===== config.mk =====
export PLATFORM = sky130hd
export DESIGN_NAME = flagged_rle_decoder_top
export DESIGN_NICKNAME = d
export VERILOG_FILES = /design/src/rtl/frld_pkg.sv /design/src/rtl/frld_ctrl.sv /design/src/rtl/frld_emit.sv /design/src/rtl/flagged_rle_decoder_top.sv
export SDC_FILE = /design/constraint.sdc
export NUM_CORES = 1
export LEC_CHECK = 0
export BUFFER_PORTS_ARGS = -buffer_cell sky130_fd_sc_hd__buf_4
export CORE_ASPECT_RATIO = 0.6
export CORE_UTILIZATION = 45
export DETAILED_ROUTE_END_ITERATION = 12
export GPL_ROUTABILITY_DRIVEN = 1
export PLACE_DENSITY = 0.7
export SLEW_MARGIN = 20
export SYNTH_ARGS = -nofsm -noshare
export SYNTH_HDL_FRONTEND = slang
export SYNTH_SLANG_ARGS = --single-unit

===== constraint.sdc =====
create_clock -name clk -period 1.9 [get_ports clk]
set_input_delay 0.475 -clock clk [delete_from_list [all_inputs] [get_ports clk]]
set_output_delay 0.475 -clock clk [all_outputs]
set_load 0.01 [all_outputs]

===== src/rtl/frld_pkg.sv =====
// ----------------------------------------------------------------------------
// Flagged run-length decoder package
// Shared types and constants for the decoder, its control and its emitter.
// ----------------------------------------------------------------------------
`default_nettype none

package frld_pkg;

	localparam int unsigned ADDR_W  = 14;
	localparam int unsigned BYTE_W  = 8;
	localparam int unsigned COUNT_W = 6;

	localparam logic [BYTE_W-1:0] BYTE_ZERO = 8'h00;
	localparam logic [BYTE_W-1:0] BYTE_ONES = 8'hff;

	typedef enum logic [1:0] {
		MODE_CTRL = 2'd0,
		MODE_RUN  = 2'd1,
		MODE_LIT  = 2'd2
	} mode_t;

	typedef enum logic [1:0] {
		FLAG_ZERO   = 2'd0,
		FLAG_ONES   = 2'd1,
		FLAG_REPEAT = 2'd2,
		FLAG_LITERAL = 2'd3
	} flag_t;

	typedef struct packed {
		logic [BYTE_W-1:0] in_byte;
		logic              last_byte;
	} in_item_t;

	typedef struct packed {
		logic [BYTE_W-1:0] out_byte;
		logic [ADDR_W-1:0] write_address;
		logic              last_of_run;
	} out_item_t;

	typedef struct packed {
		logic               load;
		logic               go;
		logic [BYTE_W-1:0]  value;
		logic [COUNT_W-1:0] count;
		logic [ADDR_W-1:0]  base;
	} job_t;

endpackage

`default_nettype wire


===== src/rtl/frld_ctrl.sv =====
// ----------------------------------------------------------------------------
// Flagged run-length decoder token control
// Parses control bytes, tracks the token in progress and issues run jobs.
// ----------------------------------------------------------------------------
`default_nettype none

module frld_ctrl import frld_pkg::*; (
	input  wire logic              clk,
	input  wire logic              arst_n,
	input  wire logic              accept,
	input  wire in_item_t          item,
	input  wire logic [ADDR_W-1:0] start_address,
	input  wire logic [ADDR_W-1:0] cur_address,
	output job_t                   job
);

	mode_t              mode_q, mode_d;
	logic [COUNT_W-1:0] pend_q, pend_d;
	logic               block_start_q;
	flag_t              flag;
	logic [COUNT_W-1:0] n;

	assign flag = flag_t'(item.in_byte[7:6]);
	assign n    = item.in_byte[COUNT_W-1:0];

	always_comb begin
		mode_d = mode_q;
		pend_d = pend_q;
		if (accept) begin
			unique case (mode_q)
				MODE_RUN: begin
					mode_d = MODE_CTRL;
					pend_d = '0;
				end
				MODE_LIT: begin
					if (pend_q == '0) begin
						mode_d = MODE_CTRL;
					end else begin
						pend_d = pend_q - 1'b1;
					end
				end
				default: begin
					mode_d = MODE_CTRL;
					unique case (flag)
						FLAG_REPEAT: begin
							mode_d = MODE_RUN;
							pend_d = n;
						end
						FLAG_LITERAL: begin
							mode_d = MODE_LIT;
							pend_d = n;
						end
						default: ;
					endcase
				end
			endcase
			if (item.last_byte) begin
				mode_d = MODE_CTRL;
				pend_d = '0;
			end
		end
	end

	always_comb begin
		job.load  = accept;
		job.go    = 1'b0;
		job.value = item.in_byte;
		job.count = '0;
		job.base  = block_start_q ? start_address : cur_address;
		unique case (mode_q)
			MODE_RUN: begin
				job.go    = accept;
				job.count = pend_q;
			end
			MODE_LIT: begin
				job.go = accept;
			end
			default: begin
				unique case (flag)
					FLAG_ZERO: begin
						job.go    = accept;
						job.value = BYTE_ZERO;
						job.count = n;
					end
					FLAG_ONES: begin
						job.go    = accept;
						job.value = BYTE_ONES;
						job.count = n;
					end
					default: ;
				endcase
			end
		endcase
	end

	always_ff @(posedge clk or negedge arst_n) begin
		if (!arst_n) begin
			mode_q        <= MODE_CTRL;
			pend_q        <= '0;
			block_start_q <= 1'b1;
		end else begin
			mode_q <= mode_d;
			pend_q <= pend_d;
			if (accept) begin
				block_start_q <= item.last_byte;
			end
		end
	end

endmodule

`default_nettype wire


===== src/rtl/frld_emit.sv =====
// ----------------------------------------------------------------------------
// Flagged run-length decoder emitter
// Repeats one byte over a down-counter, stepping the write address each time.
// ----------------------------------------------------------------------------
`default_nettype none

module frld_emit import frld_pkg::*; (
	input  wire logic              clk,
	input  wire logic              arst_n,
	input  wire job_t              job,
	output logic                   busy,
	output logic [ADDR_W-1:0]      cur_address,
	output logic                   out_valid,
	input  wire logic              out_stall,
	output out_item_t              out_data
);

	logic               busy_q;
	logic [COUNT_W-1:0] rem_q;
	logic [BYTE_W-1:0]  val_q;
	logic [ADDR_W-1:0]  addr_q;
	logic               out_valid_q;
	out_item_t          out_q;
	logic               fire;

	assign fire        = busy_q && (!out_valid_q || !out_stall);
	assign busy        = busy_q;
	assign cur_address = addr_q;
	assign out_valid   = out_valid_q;
	assign out_data    = out_q;

	always_ff @(posedge clk or negedge arst_n) begin
		if (!arst_n) begin
			busy_q      <= 1'b0;
			rem_q       <= '0;
			addr_q      <= '0;
			out_valid_q <= 1'b0;
		end else begin
			if (job.load) begin
				addr_q <= job.base;
			end
			if (job.go) begin
				busy_q <= 1'b1;
				rem_q  <= job.count;
			end else if (fire) begin
				addr_q <= addr_q + 1'b1;
				if (rem_q == '0) begin
					busy_q <= 1'b0;
				end else begin
					rem_q <= rem_q - 1'b1;
				end
			end
			if (fire) begin
				out_valid_q <= 1'b1;
			end else if (!out_stall) begin
				out_valid_q <= 1'b0;
			end
		end
	end

	always_ff @(posedge clk) begin
		if (job.go) begin
			val_q <= job.value;
		end
		if (fire) begin
			out_q.out_byte      <= val_q;
			out_q.write_address <= addr_q;
			out_q.last_of_run   <= (rem_q == '0);
		end
	end

endmodule

`default_nettype wire


===== src/rtl/flagged_rle_decoder_top.sv =====
// A result passes through the emitter's run registers and then its output register.
// Throughput: one decoded byte per cycle while the output is not stalled, from a
// single shared down-counter and address incrementer; the input is stalled while
// the emitter is busy, so no byte is taken until the current run is emitted.
// Reset: asynchronous, active low; clears the token state, the address and the
// start register, and the next byte opens a new block.
// ----------------------------------------------------------------------------
// Flagged run-length decoder
// Turns a flagged run-length byte stream into addressed video memory writes.
// ----------------------------------------------------------------------------
`default_nettype none

module flagged_rle_decoder_top import frld_pkg::*; (
	input  wire logic              clk,
	input  wire logic              arst_n,
	input  wire logic              in_valid,
	output logic                   in_stall,
	input  wire in_item_t          in_data,
	output logic                   out_valid,
	input  wire logic              out_stall,
	output out_item_t              out_data,
	input  wire logic              cfg_valid,
	output logic                   cfg_ready,
	input  wire logic [ADDR_W-1:0] cfg_data
);

	logic [ADDR_W-1:0] start_q;
	logic [ADDR_W-1:0] cur_address;
	logic              busy;
	logic              accept;
	job_t              job;

	assign cfg_ready = 1'b1;
	assign in_stall  = busy;
	assign accept    = in_valid && !busy;

	always_ff @(posedge clk or negedge arst_n) begin
		if (!arst_n) begin
			start_q <= '0;
		end else if (cfg_valid && cfg_ready) begin
			start_q <= cfg_data;
		end
	end

	frld_ctrl u_ctrl (
		.clk           (clk),
		.arst_n        (arst_n),
		.accept        (accept),
		.item          (in_data),
		.start_address (start_q),
		.cur_address   (cur_address),
		.job           (job)
	);

	frld_emit u_emit (
		.clk         (clk),
		.arst_n      (arst_n),
		.job         (job),
		.busy        (busy),
		.cur_address (cur_address),
		.out_valid   (out_valid),
		.out_stall   (out_stall),
		.out_data    (out_data)
	);

endmodule

`default_nettype wire


==> flow_metrics.env <==
export IMPL_status="finished, final reports clean"
export IMPL_startpoint_type="flip-flop"
export IMPL_worstMarginPinSlew_ns=0.587
export IMPL_synth_cells=305
export IMPL_gr_total_overflow=0
export IMPL_synthMuxAreaShare_pct=6.60
export IMPL_worstSetupPathType="reg -> reg"
export IMPL_clock_sinks=76
export IMPL_finish_utilization_pct=59.1
export IMPL_detail_route_antenna_nets=0
export IMPL_drive_above_1_share_pct=28.6
export IMPL_synthXorXnorAreaFrac_pct=1.00
export IMPL_synth_compound_area_share_pct=12.4
export IMPL_initial_utilization_pct=47.4
export IMPL_core_area_mm2=0.00739
export IMPL_r2r_start="u_ctrl.pend_q[0]"
export IMPL_hold_class="in -> async"
export IMPL_synth_nets=340
export IMPL_cp_data_arrival_time_ns=1.96
export IMPL_ys_seq_area_share_pct=58.7
export IMPL_period_share_pct=91.7
export IMPL_ys_warn_count=0
export IMPL_dr_pass1_iters=5
export IMPL_p_total_w=0.00710
export IMPL_worstPathCellList="inv_1, ha_1, nor2b_2, nand2_1, a31oi_2, mux2_2"
export IMPL_cts_hold_buf=0
export IMPL_synthAdderAreaFrac_pct=2.50
export IMPL_max_freq_ghz=0.574
export IMPL_place_congestion=0.994
export IMPL_synth_top_family_by_area="simple AND/OR/NAND/NOR gates"
export IMPL_finalCriticalPeriod_ns=1.74
export IMPL_ys_seq_elements=76
export IMPL_ioPinCount=54
export IMPL_dieHeight_um=70.4
export IMPL_cp_end_kind="flip-flop"
export IMPL_fin_nets=404
export IMPL_finClkSkew_ns=0.00711
export IMPL_fill_cells=632
export IMPL_grt_pass1_wl_um=12600
export IMPL_grt_antenna_before_repair=0
export IMPL_regToRegEndpoint="u_ctrl.mode_q[0]"
export IMPL_power_density_mw_per_mm2=1630
export IMPL_clk_pin_slew_ns=0.06
export IMPL_rrSetupSlack_ns=0.16
export IMPL_synth_cell_types=54
export IMPL_place_area_mm2=0.00406
export IMPL_drt_iter0_markers=305
export IMPL_vias_per_cell=5.58
export IMPL_setup_violations_final=0
export IMPL_grt_max_degree=46
export IMPL_wl_per_cell_um=16.5
export IMPL_crit_required_ns=2.11
export IMPL_io_buffers=52
export IMPL_synth_edf_count=31
export IMPL_cp_slowest_cell="dfrtp_1"
export IMPL_row_count=24
export IMPL_r2r_cells=6
export IMPL_cts_root_buf="clkbuf_16"
export IMPL_max_slew_margin_pct=60.8
export IMPL_clockBufferDepth=2
export IMPL_vdd_drop_max_v=0.000535
export IMPL_rsz0062_at_grt="no"
export IMPL_finalMaxSlewViolations=0
export IMPL_cpPeakStageDelay_ns=0.42
export IMPL_grt_pass1_vias=2388
export IMPL_tns_ns=0
export IMPL_area_growth_pct=24.6
export IMPL_drc=0
export IMPL_final_cell_mix="buf_4, dfrtp_1, nand2_1"
export IMPL_synth_ff_type="dfrtp_1"
export IMPL_n_antenna_cell=0
export IMPL_syn_avg_cell_area_um2=11.5
export IMPL_hpwl_um=5720
export IMPL_htree_levels=3
export IMPL_finalHoldViolations=0
export IMPL_leakage_nw=1.81
export IMPL_ys_async_sr_fraction_pct=59.2
export IMPL_netlist_area_mm2=0.00350
export IMPL_finalWirelength_um=7880
export IMPL_fin_area_mm2=0.00437
export IMPL_worstPathMaxFanout=5
export IMPL_synth_simple_area_share_pct=15.9
export IMPL_fp_dieArea_mm2=0.00816
export IMPL_via_count=2665
export IMPL_drv_cap=0
export IMPL_cts_buffers=9
export IMPL_grt_util_all_layers_pct=21.0
export IMPL_die_w_um=116
export IMPL_final_common_cell="buf_4"
export IMPL_cts_tree="done"
export IMPL_clock_latency_ns=0.34
## sequential cells by signal, indices dropped and copies added, names as in the netlist
signal,cells
u_ctrl.pend_q,6
u_emit.out_data,23
u_emit.rem_q,6
u_ctrl.block_start_q,1
u_emit.out_valid,1
u_emit.val_q,8
u_ctrl.mode_q,2
u_emit.cur_address,14
u_emit.busy,1
start_q,14
## what timing repair did
item	CTS	global route
setup endpoints to repair	0	1
setup buffers	0	0
endpoints found under the hold margin	0	0
resized for setup	0	2
## per-layer routing
metal  routed length [µm]  track usage [%]  part of all wire (%)  vias to the layer above
met1                 3950             33.9                    50                     1250
met5                    0                0                     0                        -
met2                 3120             25.9                    40                      139
met4                   92             6.27                   1.2                        0
li1                     -                -                     -                     1262
met3                  713             6.86                   9.1                       14
## layout make-up
class / instances / area, µm² / share of cell area (%)
clock inverters: 5 / 61.3 / 1.40
clock buffers: 11 / 233 / 5.33
repair buffers: 65 / 488 / 11.2
multi-input cells: 207 / 1360 / 31.1
flip-flops and latches: 76 / 2060 / 47.1
well taps: 104 / 130 / 2.98
inverters: 10 / 37.5 / 0.860
## worst max-delay path by stage
stage / startpoint / to / cells past startpoint
3_3_place_gp: u_ctrl.pend_q[0] / u_ctrl.mode_q[0] / 6
4_1_cts: u_ctrl.pend_q[0] / u_ctrl.mode_q[0] / 6
5_1_grt: u_ctrl.mode_q[0] / u_emit.val_q[1] / 5
2_1_floorplan: u_emit.busy / u_emit.cur_address[5] / 6
6_report: u_ctrl.pend_q[0] / u_ctrl.mode_q[0] / 6
3_5_place_dp: u_ctrl.pend_q[0] / u_ctrl.mode_q[0] / 6
## power by group
| part | internal [W] | switching [W] | total, W |
|---|---|---|---|
| combinational | 0.00118 | 0.00146 | 0.00264 |
| clock | 0.00102 | 0.000651 | 0.00167 |
| sequential | 0.00234 | 0.000436 | 0.00278 |
| total | 0.00455 | 0.00255 | 0.00710 |
## synthesized netlist by cell type (all sizes together) (2+ instances only)
cell	count	area, µm²
a211oi	3	22.5
a21o	3	22.5
a21oi	15	75.1
a221oi	3	26.3
a311oi	4	35.0
a31oi	2	12.5
a32o	2	20.0
and2	4	25.0
and3	3	18.8
buf	4	28.8
clkbuf	8	31.3
dfrtp	44	1100
edfxtp	31	931
ha	7	87.6
inv	10	37.5
mux2	17	191
mux2i	4	40.0
nand2	39	146
nand2b	3	18.8
nand3	10	50.1
nand4	6	37.5
nor2	21	78.8
nor2b	6	37.5
nor3	9	45.0
nor3b	2	15.0
o211ai	2	15.0
o21ai	10	50.1
o221a	3	33.8
o22ai	5	31.3
or3	3	18.8
or4	2	18.8
xnor2	4	35.0
## critical path: cells and delay by family, from the launching register on
| family | cells | cell delay, ns |
|---|---|---|
| flops | 1 | 0.42 |
| mux | 1 | 0.36 |
| simple gates | 2 | 0.29 |
| compound gates | 1 | 0.25 |
| fa+ha+maj | 1 | 0.18 |
| buf+inv | 1 | 0.12 |
## kinds of logic (layout without fill, tap and decap cells)
kind of cell               count (synthesis)  count (layout)
DFF                                       76              76
and+or+nand+nor                          113             113
other                                      1               1
buffers and inverters                     22              91
AOI/OAI and AO/OA                         61              61
adders and majority gates                  7               7
muxes                                     21              21
xor gates and xnor gates                   4               4
## per-stage QoR
step	cells	hold slack (ns)	setup slack, ns
finish	478	0.138	0.157
global route	478	0.184	0.0109
CTS	478	0.159	0.108
detailed placement	462	0.405	0.117
global placement	462	0.408	0.197
floorplan	305	0.179	0.135
(Power assumes the default switching activity.)
